<file path="src/hdl/lcst_pkg.sv">
`timescale 1ns / 1ps

package lcst_pkg;

    // Widths of the per-leg fields on the channels are fixed at four legs.
    localparam int unsigned MAX_LEGS = 4;

    // Per-leg contact mode, held one-hot inside the block.
    typedef enum logic [4:0] {
        MODE_STANCE = 5'b00001,
        MODE_SWING  = 5'b00010,
        MODE_EARLY  = 5'b00100,
        MODE_LATE   = 5'b01000,
        MODE_LOST   = 5'b10000
    } t_mode;

    // Mode codes as they appear in the leg_modes field.
    localparam logic [2:0] MODE_CODE_STANCE = 3'd0;
    localparam logic [2:0] MODE_CODE_SWING  = 3'd1;
    localparam logic [2:0] MODE_CODE_EARLY  = 3'd2;
    localparam logic [2:0] MODE_CODE_LATE   = 3'd3;
    localparam logic [2:0] MODE_CODE_LOST   = 3'd4;

    // Target source selector codes.
    localparam logic [2:0] TSRC_PLAN       = 3'd0;
    localparam logic [2:0] TSRC_KEEP       = 3'd1;
    localparam logic [2:0] TSRC_LAST_PLAN  = 3'd2;
    localparam logic [2:0] TSRC_EARLY_HOLD = 3'd3;
    localparam logic [2:0] TSRC_SLIP_HOLD  = 3'd4;

    // Wrench source selector codes.
    localparam logic [1:0] WSRC_KEEP   = 2'd0;
    localparam logic [1:0] WSRC_ZERO   = 2'd1;
    localparam logic [1:0] WSRC_FUTURE = 2'd2;

    // Configuration register indexes.
    localparam logic [1:0] CFG_EARLY_EN   = 2'd0;
    localparam logic [1:0] CFG_LATE_EN    = 2'd1;
    localparam logic [1:0] CFG_LOST_EN    = 2'd2;
    localparam logic [1:0] CFG_RESCHED_EN = 2'd3;

    typedef struct packed {
        logic early_en;
        logic late_en;
        logic lost_en;
        logic resched_en;
    } t_cfg;

    typedef struct packed {
        t_mode      mode;
        logic       contact;
        logic [2:0] tsrc;
        logic [1:0] wsrc;
        logic       ev_regained;
        logic       ev_early;
        logic       ev_late;
        logic       ev_lost;
        logic       ev_swing_idle;
        logic       cap_world;
        logic       cap_body;
    } t_leg_res;

    function automatic logic [2:0] mode_code(input t_mode m);
        logic [2:0] c;
        unique case (m)
            MODE_SWING: c = MODE_CODE_SWING;
            MODE_EARLY: c = MODE_CODE_EARLY;
            MODE_LATE:  c = MODE_CODE_LATE;
            MODE_LOST:  c = MODE_CODE_LOST;
            default:    c = MODE_CODE_STANCE;
        endcase
        return c;
    endfunction

endpackage

</file>
<file path="src/hdl/lcst_in_if.sv">
`timescale 1ns / 1ps

interface lcst_in_if #(
    parameter int unsigned PROG_W = 9
);
    logic              valid;
    logic              ready;
    logic [3:0]        planned_contact;
    logic [3:0]        sensed_contact;
    logic [PROG_W-1:0] swing_progress_leg0;
    logic [PROG_W-1:0] swing_progress_leg1;
    logic [PROG_W-1:0] swing_progress_leg2;
    logic [PROG_W-1:0] swing_progress_leg3;
    logic [3:0]        swing_idle;

    modport source (
        output valid, planned_contact, sensed_contact, swing_progress_leg0,
               swing_progress_leg1, swing_progress_leg2, swing_progress_leg3, swing_idle,
        input  ready
    );
    modport sink (
        input  valid, planned_contact, sensed_contact, swing_progress_leg0,
               swing_progress_leg1, swing_progress_leg2, swing_progress_leg3, swing_idle,
        output ready
    );
endinterface

</file>
<file path="src/hdl/lcst_out_if.sv">
`timescale 1ns / 1ps

interface lcst_out_if;
    logic        valid;
    logic        ready;
    logic [11:0] leg_modes;
    logic [3:0]  contact_out;
    logic [11:0] target_source;
    logic [7:0]  wrench_source;
    logic [3:0]  regained_events;
    logic [3:0]  early_events;
    logic [3:0]  late_events;
    logic [3:0]  lost_events;
    logic [3:0]  swing_not_started_events;
    logic [3:0]  capture_world_hold;
    logic [3:0]  capture_body_hold;

    modport source (
        output valid, leg_modes, contact_out, target_source, wrench_source,
               regained_events, early_events, late_events, lost_events,
               swing_not_started_events, capture_world_hold, capture_body_hold,
        input  ready
    );
    modport sink (
        input  valid, leg_modes, contact_out, target_source, wrench_source,
               regained_events, early_events, late_events, lost_events,
               swing_not_started_events, capture_world_hold, capture_body_hold,
        output ready
    );
endinterface

</file>
<file path="src/hdl/lcst_leg.sv">
`timescale 1ns / 1ps

// Next mode and derived selectors for one leg.
module lcst_leg #(
    parameter int unsigned PROGRESS_FRAC_BITS = 8
) (
    input  lcst_pkg::t_mode                 i_mode,
    input  lcst_pkg::t_cfg                  i_cfg,
    input  logic                            i_plan,
    input  logic                            i_sense,
    input  logic                            i_idle,
    input  logic [PROGRESS_FRAC_BITS:0]     i_prog,
    output lcst_pkg::t_leg_res              o_res
);

    localparam int unsigned          PROG_W = PROGRESS_FRAC_BITS + 1;
    localparam logic [PROG_W-1:0]    HALF   = PROG_W'(1) << (PROGRESS_FRAC_BITS - 1);

    lcst_pkg::t_mode n_mode;
    logic            past_half;

    assign past_half = (i_prog > HALF);

    always_comb begin
        o_res = '0;
        n_mode = i_mode;
        unique case (i_mode)
            lcst_pkg::MODE_LATE, lcst_pkg::MODE_LOST: begin
                if (i_sense) begin
                    n_mode = i_plan ? lcst_pkg::MODE_STANCE : lcst_pkg::MODE_SWING;
                    o_res.ev_regained = 1'b1;
                end else if (i_cfg.resched_en && !i_plan) begin
                    n_mode = lcst_pkg::MODE_SWING;
                    o_res.ev_regained = 1'b1;
                end
            end
            lcst_pkg::MODE_EARLY: begin
                if (i_plan) begin
                    n_mode = lcst_pkg::MODE_STANCE;
                end
            end
            lcst_pkg::MODE_SWING: begin
                if (i_cfg.early_en && !i_plan && i_sense && past_half) begin
                    n_mode = lcst_pkg::MODE_EARLY;
                    o_res.ev_early  = 1'b1;
                    o_res.cap_world = 1'b1;
                end else if (i_cfg.late_en && i_plan && !i_sense) begin
                    n_mode = lcst_pkg::MODE_LATE;
                    o_res.ev_late  = 1'b1;
                    o_res.cap_body = 1'b1;
                end else if (i_plan) begin
                    n_mode = lcst_pkg::MODE_STANCE;
                end
            end
            default: begin
                // Stance, and any code that cannot arise, behave as stance.
                n_mode = lcst_pkg::MODE_STANCE;
                if (!i_plan) begin
                    n_mode = lcst_pkg::MODE_SWING;
                end else if (i_cfg.lost_en && !i_sense) begin
                    n_mode = lcst_pkg::MODE_LOST;
                    o_res.ev_lost  = 1'b1;
                    o_res.cap_body = 1'b1;
                end
            end
        endcase

        o_res.mode    = n_mode;
        o_res.contact = i_plan;
        unique case (n_mode)
            lcst_pkg::MODE_STANCE: begin
                o_res.tsrc = lcst_pkg::TSRC_PLAN;
                o_res.wsrc = lcst_pkg::WSRC_KEEP;
            end
            lcst_pkg::MODE_SWING: begin
                o_res.wsrc = lcst_pkg::WSRC_ZERO;
                if (i_idle) begin
                    o_res.tsrc          = lcst_pkg::TSRC_LAST_PLAN;
                    o_res.ev_swing_idle = 1'b1;
                end else begin
                    o_res.tsrc = lcst_pkg::TSRC_KEEP;
                end
            end
            lcst_pkg::MODE_EARLY: begin
                o_res.contact = 1'b1;
                o_res.tsrc    = lcst_pkg::TSRC_EARLY_HOLD;
                o_res.wsrc    = lcst_pkg::WSRC_FUTURE;
            end
            default: begin
                o_res.contact = 1'b0;
                o_res.tsrc    = lcst_pkg::TSRC_SLIP_HOLD;
                o_res.wsrc    = lcst_pkg::WSRC_ZERO;
            end
        endcase
    end

endmodule

</file>
<file path="src/hdl/leg_contact_state_tracker_core.sv">
`timescale 1ns / 1ps

// Leg contact state tracker.
// One input word per control cycle carries, for each leg, the planned and sensed
// contact, the swing progress (unsigned, PROGRESS_FRAC_BITS fraction bits) and the
// swing controller idle flag. One output word comes back for each input word with
// the new per-leg contact modes, the overridden contact vector, target and wrench
// source selectors, event flags and position capture strobes.
// Both channels use valid/ready; a word moves when both are high. The input word
// is registered in the input register, the per-leg mode logic works on it, and the
// result is registered in the output register, from which it is presented. A new
// word is taken every cycle while output words are taken: the input register
// refills in the same cycle that it hands its word to the output register, and the
// mode state is written at that same edge, so the following word already sees it.
// When the receiver stalls the output word holds, the input register fills, and
// input ready then drops until the output word is taken.
// Configuration registers are written through i_cfg_we/i_cfg_idx/i_cfg_data; the
// user must write them only while no word is in flight, as the block does not
// check it. Reset clears both pipeline registers, sets every leg to stance and
// restores the register defaults (early, late and lost detection on, rescheduling
// off). Legs at or beyond NUM_LEGS read as zero in every field.
module leg_contact_state_tracker_core #(
    parameter int unsigned NUM_LEGS           = 4,
    parameter int unsigned PROGRESS_FRAC_BITS = 8
) (
    input  logic        i_clk,
    input  logic        i_rst_n,
    lcst_in_if.sink     i_in,
    lcst_out_if.source  o_out,
    input  logic        i_cfg_we,
    input  logic [1:0]  i_cfg_idx,
    input  logic [0:0]  i_cfg_data
);

    localparam int unsigned PROG_W = PROGRESS_FRAC_BITS + 1;
    localparam int unsigned NL     = lcst_pkg::MAX_LEGS;

    lcst_pkg::t_cfg r_cfg;

    // Input register.
    logic              r_s1_valid;
    logic [NL-1:0]     r_s1_plan;
    logic [NL-1:0]     r_s1_sense;
    logic [NL-1:0]     r_s1_idle;
    logic [PROG_W-1:0] r_s1_prog [NL];

    // Output register.
    logic          r_out_valid;
    logic [11:0]   r_leg_modes;
    logic [3:0]    r_contact_out;
    logic [11:0]   r_target_source;
    logic [7:0]    r_wrench_source;
    logic [3:0]    r_regained;
    logic [3:0]    r_early;
    logic [3:0]    r_late;
    logic [3:0]    r_lost;
    logic [3:0]    r_swing_idle;
    logic [3:0]    r_cap_world;
    logic [3:0]    r_cap_body;

    logic out_free;
    logic s1_move;
    logic in_take;

    lcst_pkg::t_leg_res w_res [NL];

    logic [11:0] n_leg_modes;
    logic [3:0]  n_contact_out;
    logic [11:0] n_target_source;
    logic [7:0]  n_wrench_source;
    logic [3:0]  n_regained;
    logic [3:0]  n_early;
    logic [3:0]  n_late;
    logic [3:0]  n_lost;
    logic [3:0]  n_swing_idle;
    logic [3:0]  n_cap_world;
    logic [3:0]  n_cap_body;

    assign out_free   = !r_out_valid || o_out.ready;
    assign s1_move    = r_s1_valid && out_free;
    assign i_in.ready = !r_s1_valid || out_free;
    assign in_take    = i_in.valid && i_in.ready;

    always_ff @(posedge i_clk) begin
        if (!i_rst_n) begin
            r_cfg.early_en   <= 1'b1;
            r_cfg.late_en    <= 1'b1;
            r_cfg.lost_en    <= 1'b1;
            r_cfg.resched_en <= 1'b0;
        end else if (i_cfg_we) begin
            unique case (i_cfg_idx)
                lcst_pkg::CFG_EARLY_EN:   r_cfg.early_en   <= i_cfg_data[0];
                lcst_pkg::CFG_LATE_EN:    r_cfg.late_en    <= i_cfg_data[0];
                lcst_pkg::CFG_LOST_EN:    r_cfg.lost_en    <= i_cfg_data[0];
                lcst_pkg::CFG_RESCHED_EN: r_cfg.resched_en <= i_cfg_data[0];
                default: ;
            endcase
        end
    end

    always_ff @(posedge i_clk) begin
        if (!i_rst_n) begin
            r_s1_valid <= 1'b0;
        end else if (i_in.ready) begin
            r_s1_valid <= i_in.valid;
        end
    end

    always_ff @(posedge i_clk) begin
        if (in_take) begin
            r_s1_plan    <= i_in.planned_contact;
            r_s1_sense   <= i_in.sensed_contact;
            r_s1_idle    <= i_in.swing_idle;
            r_s1_prog[0] <= i_in.swing_progress_leg0;
            r_s1_prog[1] <= i_in.swing_progress_leg1;
            r_s1_prog[2] <= i_in.swing_progress_leg2;
            r_s1_prog[3] <= i_in.swing_progress_leg3;
        end
    end

    for (genvar g = 0; g < NL; g++) begin : g_leg
        if (g < NUM_LEGS) begin : g_on
            lcst_pkg::t_mode r_mode;

            lcst_leg #(
                .PROGRESS_FRAC_BITS (PROGRESS_FRAC_BITS)
            ) u_leg (
                .i_mode  (r_mode),
                .i_cfg   (r_cfg),
                .i_plan  (r_s1_plan[g]),
                .i_sense (r_s1_sense[g]),
                .i_idle  (r_s1_idle[g]),
                .i_prog  (r_s1_prog[g]),
                .o_res   (w_res[g])
            );

            // The mode advances exactly when its word passes to the output register.
            always_ff @(posedge i_clk) begin
                if (!i_rst_n) begin
                    r_mode <= lcst_pkg::MODE_STANCE;
                end else if (s1_move) begin
                    r_mode <= w_res[g].mode;
                end
            end
        end else begin : g_off
            assign w_res[g] = '0;
        end
    end

    always_comb begin
        n_leg_modes     = '0;
        n_contact_out   = '0;
        n_target_source = '0;
        n_wrench_source = '0;
        n_regained      = '0;
        n_early         = '0;
        n_late          = '0;
        n_lost          = '0;
        n_swing_idle    = '0;
        n_cap_world     = '0;
        n_cap_body      = '0;
        for (int k = 0; k < NL; k++) begin
            if (k < NUM_LEGS) begin
                n_leg_modes[3*k +: 3]     = lcst_pkg::mode_code(w_res[k].mode);
                n_target_source[3*k +: 3] = w_res[k].tsrc;
                n_wrench_source[2*k +: 2] = w_res[k].wsrc;
                n_contact_out[k]          = w_res[k].contact;
                n_regained[k]             = w_res[k].ev_regained;
                n_early[k]                = w_res[k].ev_early;
                n_late[k]                 = w_res[k].ev_late;
                n_lost[k]                 = w_res[k].ev_lost;
                n_swing_idle[k]           = w_res[k].ev_swing_idle;
                n_cap_world[k]            = w_res[k].cap_world;
                n_cap_body[k]             = w_res[k].cap_body;
            end
        end
    end

    always_ff @(posedge i_clk) begin
        if (!i_rst_n) begin
            r_out_valid <= 1'b0;
        end else if (out_free) begin
            r_out_valid <= r_s1_valid;
        end
    end

    always_ff @(posedge i_clk) begin
        if (s1_move) begin
            r_leg_modes     <= n_leg_modes;
            r_contact_out   <= n_contact_out;
            r_target_source <= n_target_source;
            r_wrench_source <= n_wrench_source;
            r_regained      <= n_regained;
            r_early         <= n_early;
            r_late          <= n_late;
            r_lost          <= n_lost;
            r_swing_idle    <= n_swing_idle;
            r_cap_world     <= n_cap_world;
            r_cap_body      <= n_cap_body;
        end
    end

    assign o_out.valid                    = r_out_valid;
    assign o_out.leg_modes                = r_leg_modes;
    assign o_out.contact_out              = r_contact_out;
    assign o_out.target_source            = r_target_source;
    assign o_out.wrench_source            = r_wrench_source;
    assign o_out.regained_events          = r_regained;
    assign o_out.early_events             = r_early;
    assign o_out.late_events              = r_late;
    assign o_out.lost_events              = r_lost;
    assign o_out.swing_not_started_events = r_swing_idle;
    assign o_out.capture_world_hold       = r_cap_world;
    assign o_out.capture_body_hold        = r_cap_body;

endmodule

</file>
<file path="src/flat_wrapper.sv">
// flat-port wrapper written by rule: the top's interface ports become plain ports
module leg_contact_state_tracker_core_flat 
#(
    parameter int unsigned NUM_LEGS           = 4,
    parameter int unsigned PROGRESS_FRAC_BITS = 8
)
  (i_clk, i_rst_n, i_cfg_we, i_cfg_idx, i_cfg_data, i_in_valid, i_in_planned_contact, i_in_sensed_contact, i_in_swing_progress_leg0, i_in_swing_progress_leg1, i_in_swing_progress_leg2, i_in_swing_progress_leg3, i_in_swing_idle, i_in_ready, o_out_valid, o_out_leg_modes, o_out_contact_out, o_out_target_source, o_out_wrench_source, o_out_regained_events, o_out_early_events, o_out_late_events, o_out_lost_events, o_out_swing_not_started_events, o_out_capture_world_hold, o_out_capture_body_hold, o_out_ready);
  lcst_in_if i_in_i ();
  lcst_out_if o_out_i ();
  input  logic i_clk;
  input  logic i_rst_n;
  input  logic i_cfg_we;
  input  logic [1:0] i_cfg_idx;
  input  logic [0:0] i_cfg_data;
  input wire logic [$bits(i_in_i.valid)-1:0] i_in_valid;
  input wire logic [$bits(i_in_i.planned_contact)-1:0] i_in_planned_contact;
  input wire logic [$bits(i_in_i.sensed_contact)-1:0] i_in_sensed_contact;
  input wire logic [$bits(i_in_i.swing_progress_leg0)-1:0] i_in_swing_progress_leg0;
  input wire logic [$bits(i_in_i.swing_progress_leg1)-1:0] i_in_swing_progress_leg1;
  input wire logic [$bits(i_in_i.swing_progress_leg2)-1:0] i_in_swing_progress_leg2;
  input wire logic [$bits(i_in_i.swing_progress_leg3)-1:0] i_in_swing_progress_leg3;
  input wire logic [$bits(i_in_i.swing_idle)-1:0] i_in_swing_idle;
  output wire logic [$bits(i_in_i.ready)-1:0] i_in_ready;
  output wire logic [$bits(o_out_i.valid)-1:0] o_out_valid;
  output wire logic [$bits(o_out_i.leg_modes)-1:0] o_out_leg_modes;
  output wire logic [$bits(o_out_i.contact_out)-1:0] o_out_contact_out;
  output wire logic [$bits(o_out_i.target_source)-1:0] o_out_target_source;
  output wire logic [$bits(o_out_i.wrench_source)-1:0] o_out_wrench_source;
  output wire logic [$bits(o_out_i.regained_events)-1:0] o_out_regained_events;
  output wire logic [$bits(o_out_i.early_events)-1:0] o_out_early_events;
  output wire logic [$bits(o_out_i.late_events)-1:0] o_out_late_events;
  output wire logic [$bits(o_out_i.lost_events)-1:0] o_out_lost_events;
  output wire logic [$bits(o_out_i.swing_not_started_events)-1:0] o_out_swing_not_started_events;
  output wire logic [$bits(o_out_i.capture_world_hold)-1:0] o_out_capture_world_hold;
  output wire logic [$bits(o_out_i.capture_body_hold)-1:0] o_out_capture_body_hold;
  input wire logic [$bits(o_out_i.ready)-1:0] o_out_ready;
  assign i_in_i.valid = i_in_valid;
  assign i_in_i.planned_contact = i_in_planned_contact;
  assign i_in_i.sensed_contact = i_in_sensed_contact;
  assign i_in_i.swing_progress_leg0 = i_in_swing_progress_leg0;
  assign i_in_i.swing_progress_leg1 = i_in_swing_progress_leg1;
  assign i_in_i.swing_progress_leg2 = i_in_swing_progress_leg2;
  assign i_in_i.swing_progress_leg3 = i_in_swing_progress_leg3;
  assign i_in_i.swing_idle = i_in_swing_idle;
  assign i_in_ready = i_in_i.ready;
  assign o_out_valid = o_out_i.valid;
  assign o_out_leg_modes = o_out_i.leg_modes;
  assign o_out_contact_out = o_out_i.contact_out;
  assign o_out_target_source = o_out_i.target_source;
  assign o_out_wrench_source = o_out_i.wrench_source;
  assign o_out_regained_events = o_out_i.regained_events;
  assign o_out_early_events = o_out_i.early_events;
  assign o_out_late_events = o_out_i.late_events;
  assign o_out_lost_events = o_out_i.lost_events;
  assign o_out_swing_not_started_events = o_out_i.swing_not_started_events;
  assign o_out_capture_world_hold = o_out_i.capture_world_hold;
  assign o_out_capture_body_hold = o_out_i.capture_body_hold;
  assign o_out_i.ready = o_out_ready;
  leg_contact_state_tracker_core #(.NUM_LEGS(NUM_LEGS), .PROGRESS_FRAC_BITS(PROGRESS_FRAC_BITS)) u_core (.i_clk(i_clk), .i_rst_n(i_rst_n), .i_in(i_in_i), .o_out(o_out_i), .i_cfg_we(i_cfg_we), .i_cfg_idx(i_cfg_idx), .i_cfg_data(i_cfg_data));
endmodule
</file>
<file path="config.mk">
export PLATFORM = sky130hd
export DESIGN_NAME = leg_contact_state_tracker_core_flat
export DESIGN_NICKNAME = d
export VERILOG_FILES = /design/src/hdl/lcst_pkg.sv /design/src/hdl/lcst_in_if.sv /design/src/hdl/lcst_out_if.sv /design/src/hdl/lcst_leg.sv /design/src/hdl/leg_contact_state_tracker_core.sv /design/src/flat_wrapper.sv
export SDC_FILE = /design/constraint.sdc
export NUM_CORES = 1
export LEC_CHECK = 0
export BUFFER_PORTS_ARGS = -buffer_cell sky130_fd_sc_hd__buf_4
export CAP_MARGIN = 20
export CORE_MARGIN = 2
export CORE_UTILIZATION = 57
export DETAILED_ROUTE_END_ITERATION = 10
export PLACE_DENSITY = 0.84
export SLEW_MARGIN = 20
export SYNTH_ARGS = -nofsm -noshare
export SYNTH_HDL_FRONTEND = slang
export SYNTH_HIERARCHICAL = 1
export SYNTH_SLANG_ARGS = --single-unit
</file>
<file path="constraint.sdc">
create_clock -name i_clk -period 4.33 [get_ports i_clk]
set_clock_uncertainty 0.15 [all_clocks]
set_input_delay 0.2165 -clock i_clk [delete_from_list [all_inputs] [get_ports i_clk]]
set_output_delay 0.2165 -clock i_clk [all_outputs]
set_load 0.03 [all_outputs]
</file>
==> out/qor.yml <==
io_buffer_count: 121
layoutNonFillerInstCount: 785
cap_violations: 0
vdd_drop_max_mv: 0.301
drt_wl_total_um: 13600
final_cell_mix: "buf_4 (122), edfxtp_1 (112), dlygate4sd3_1 (62), nand2_1 (44), nor2_1 (27)"
grt_max_degree: 61
worst_path_max_delay_cell: "dfxtp_1"
antenna_found_initial: 0
report.final.slew_viol_count: 0
layout.area.seq_um2: 3880
fmax_mhz: 397
dp_hpwl_um: 7920
period_needed_ns: 2.52
grt_pass1_wl_um: 21300
cts_buffers: 17
synthTopCellsByArea: "edfxtp_1 (55%), dfxtp_1 (8.6%), mux2i_1 (2.8%)"
cts_root_buf: "clkbuf_8"
reg2reg_slack_ns: 1.81
arrival_ns: 2.76
pin_count: 122
r2r-start: "u_core/g_leg[0].g_on.r_mode[3]"
die-area_um2: 11500
hold_viol_final: 0
fin_nets: 692
hp-class: "in2reg"
synth_area_um2: 6070
crit_family: "simple AND/OR/NAND/NOR gates"
dr.pass1.iters: 6
cts_setup_buffers: 0
ctsResizeCount: 0
synth-edff-count: 112
grt_pass1_vias: 4386
die_w_um: 107
crit_type: "reg2reg"
reg2reg_depth: 7
drt-vias-per-instance: 5.70
crit_top_cell: "and2_1"
synth_top_area_share_pct: 55.4
drc: 0
cts.clk_slew.worst_paths_ns: 0.06
holdCritStartpoint: "i_in_swing_progress_leg3[2]"
synth_ff_type: "edfxtp_1"
synth_area_leader_cell: "edfxtp_1"
syn-num-nets: 515
antenna_left: 0
start_util_pct: 58.8
crit_buf_inv: 0
seq_area_frac_synth_pct: 64.0
finalPower_mw: 3.25
htreeDepth: 4
grt_usage_pct: 24.5
whs_endpoint: "u_core/r_s1_prog[3][2]"
synth-seq-cells: 138
layout_commonest_cell: "buf_4"
worstPathRequired_ns: 4.57
powerDensity_nw_per_um2: 398
critical_path.startpoint_type: "flip-flop"
worstSetupEndpointType: "flip-flop"
hold_depth: 2
max-slew-margin-rel_pct: 32.4
setup_tns_ns: 0
cts_sinks: 138
placed_cells: 691
cts_tree: "done"
gp_congestion: 0.898
clk_latency_ns: 0.52
rsz0062_at_grt: "false"
antenna_cells: 0
p_leak_nw: 3.20
status: "finished, final reports clean"
yosysWarnings: 6
synth_area_per_cell_um2: 13.2
cts_max_path_buffers: 2
critPathMaxFanout: 10
critical_path.max_stage_delay_ns: 0.62
grt_overflow: 0
tightest_slew_ns: 1.01
ys_async_sr_fraction_pct: 0
hold_buffers: 62
drive_gt1_share_pct: 27.7
core-area_um2: 10300
rows: 37
first_iter_violations: 318
fill_cells: 607
finalSetupViolCount: 0
period_share_pct: 58.2
wire_per_inst_um: 17.4
vias: 4478
worst_hold_slack_ns: 0.260
timing.rr.end: "u_core/o_out.leg_modes[2]"
multiInputGateArea_um2: 1910
synthCells: 459
area_delta_synth_final_pct: 34.2
synth_cell_types: 64
fp.dieH_um: 107
path_cells: "nor4b_2, o22a_1, nor3_1, a211o_1, and2_1, nor4_1, and2_1"
[cell type report]
class	count	share of cell area (%)
Timing Repair Buffer	184	18.9
Inverter	20	0.922
Sequential cell	138	47.7
Clock buffer	20	5.47
Tap cell	136	2.09
Clock inverter	12	1.49
Multi-Input combinational cell	275	23.5
[flip-flops by register name, indices dropped and copies added (netlist names), 8 cells and up]
name	flops
u_core/g_leg.g_on.r_mode	20
u_core/o_out.leg_modes	12
u_core/o_out.target_source	12
u_core/o_out.wrench_source	8
u_core/r_s1_prog	36
[through the flow]
stage                     setup slack, ns  util [%]  area, um2
after floorplan                      1.58         -       6070
after global placement               2.07      67.4       6960
after detailed placement             1.98      67.4       6960
after CTS                            1.91      78.9       8150
after global routing                 1.69      78.9       8150
final                                1.81      78.9       8150
[worst max path at each step]
stage,from,to,cells past startpoint,slack (ns)
detailed placement,u_core/g_leg[0].g_on.r_mode[3],u_core/o_out.leg_modes[2],7,1.98
global placement,u_core/g_leg[0].g_on.r_mode[3],u_core/o_out.leg_modes[2],7,2.07
CTS,u_core/g_leg[0].g_on.r_mode[3],u_core/o_out.leg_modes[2],7,1.91
global route,u_core/g_leg[0].g_on.r_mode[3],u_core/o_out.leg_modes[2],7,1.69
finish,u_core/g_leg[0].g_on.r_mode[3],u_core/o_out.leg_modes[2],7,1.81
floorplan,u_core/o_out.valid,u_core/r_s1_idle[0],4,1.58
[where the power goes]
group	total, mW	leakage [nW]	internal (mW)	switching (mW)
clock	1.37	0.270	0.844	0.527
sequential	1.55	1.30	1.51	0.0444
combinational	0.325	1.63	0.152	0.173
[cell usage after synthesis (2+ instances only)]
library cell  count
buf_2             9
mux2i_1          17
nor4b_2           2
a21o_1           10
or2_1             5
nand2_1          44
nor4_1           20
or2_2             3
o2111ai_1         4
a31o_1            2
a21oi_1           4
o211ai_1          3
inv_2             2
a31o_2            3
o21ai_0          10
o22ai_1           7
nor3_4            3
dfxtp_1          26
nand3b_2          3
and2_1            9
inv_1            18
nor4_2            4
and3_1            4
a41o_1            3
nor3_1            5
o311ai_0          6
nand2b_1          4
nor2_1           27
edfxtp_1        112
xor2_1            7
a222oi_1          3
nand3_1          11
nor2b_1           5
xnor2_1          12
and3b_1           3
buf_4            10
o21ai_2           2
nor3b_1           3
o41ai_1           3
buf_6             5
a221oi_1          3
[metal layers]
| layer | wire [um] | up-vias | global-route usage [%] |
|---|---|---|---|
| met5 | 0 | - | 0 |
| met4 | 184 | 0 | 8.91 |
| met3 | 875 | 25 | 6.38 |
| met2 | 7390 | 184 | 44.1 |
| met1 | 5180 | 2167 | 27.9 |
| li1 | - | 2102 | - |
[logic make-up after synthesis]
| kind of cell | Yosys count | synth area share, % |
|---|---|---|
| flip-flops | 138 | 64.0 |
| multiplexers | 17 | 2.80 |
| XOR/XNOR | 19 | 2.74 |
| AO/OA/AOI/OAI | 75 | 9.77 |
| AND/OR/NAND/NOR | 164 | 16.2 |
| buffers and inverters | 46 | 4.53 |
Note: power is estimated with default switching activity, not from simulation.
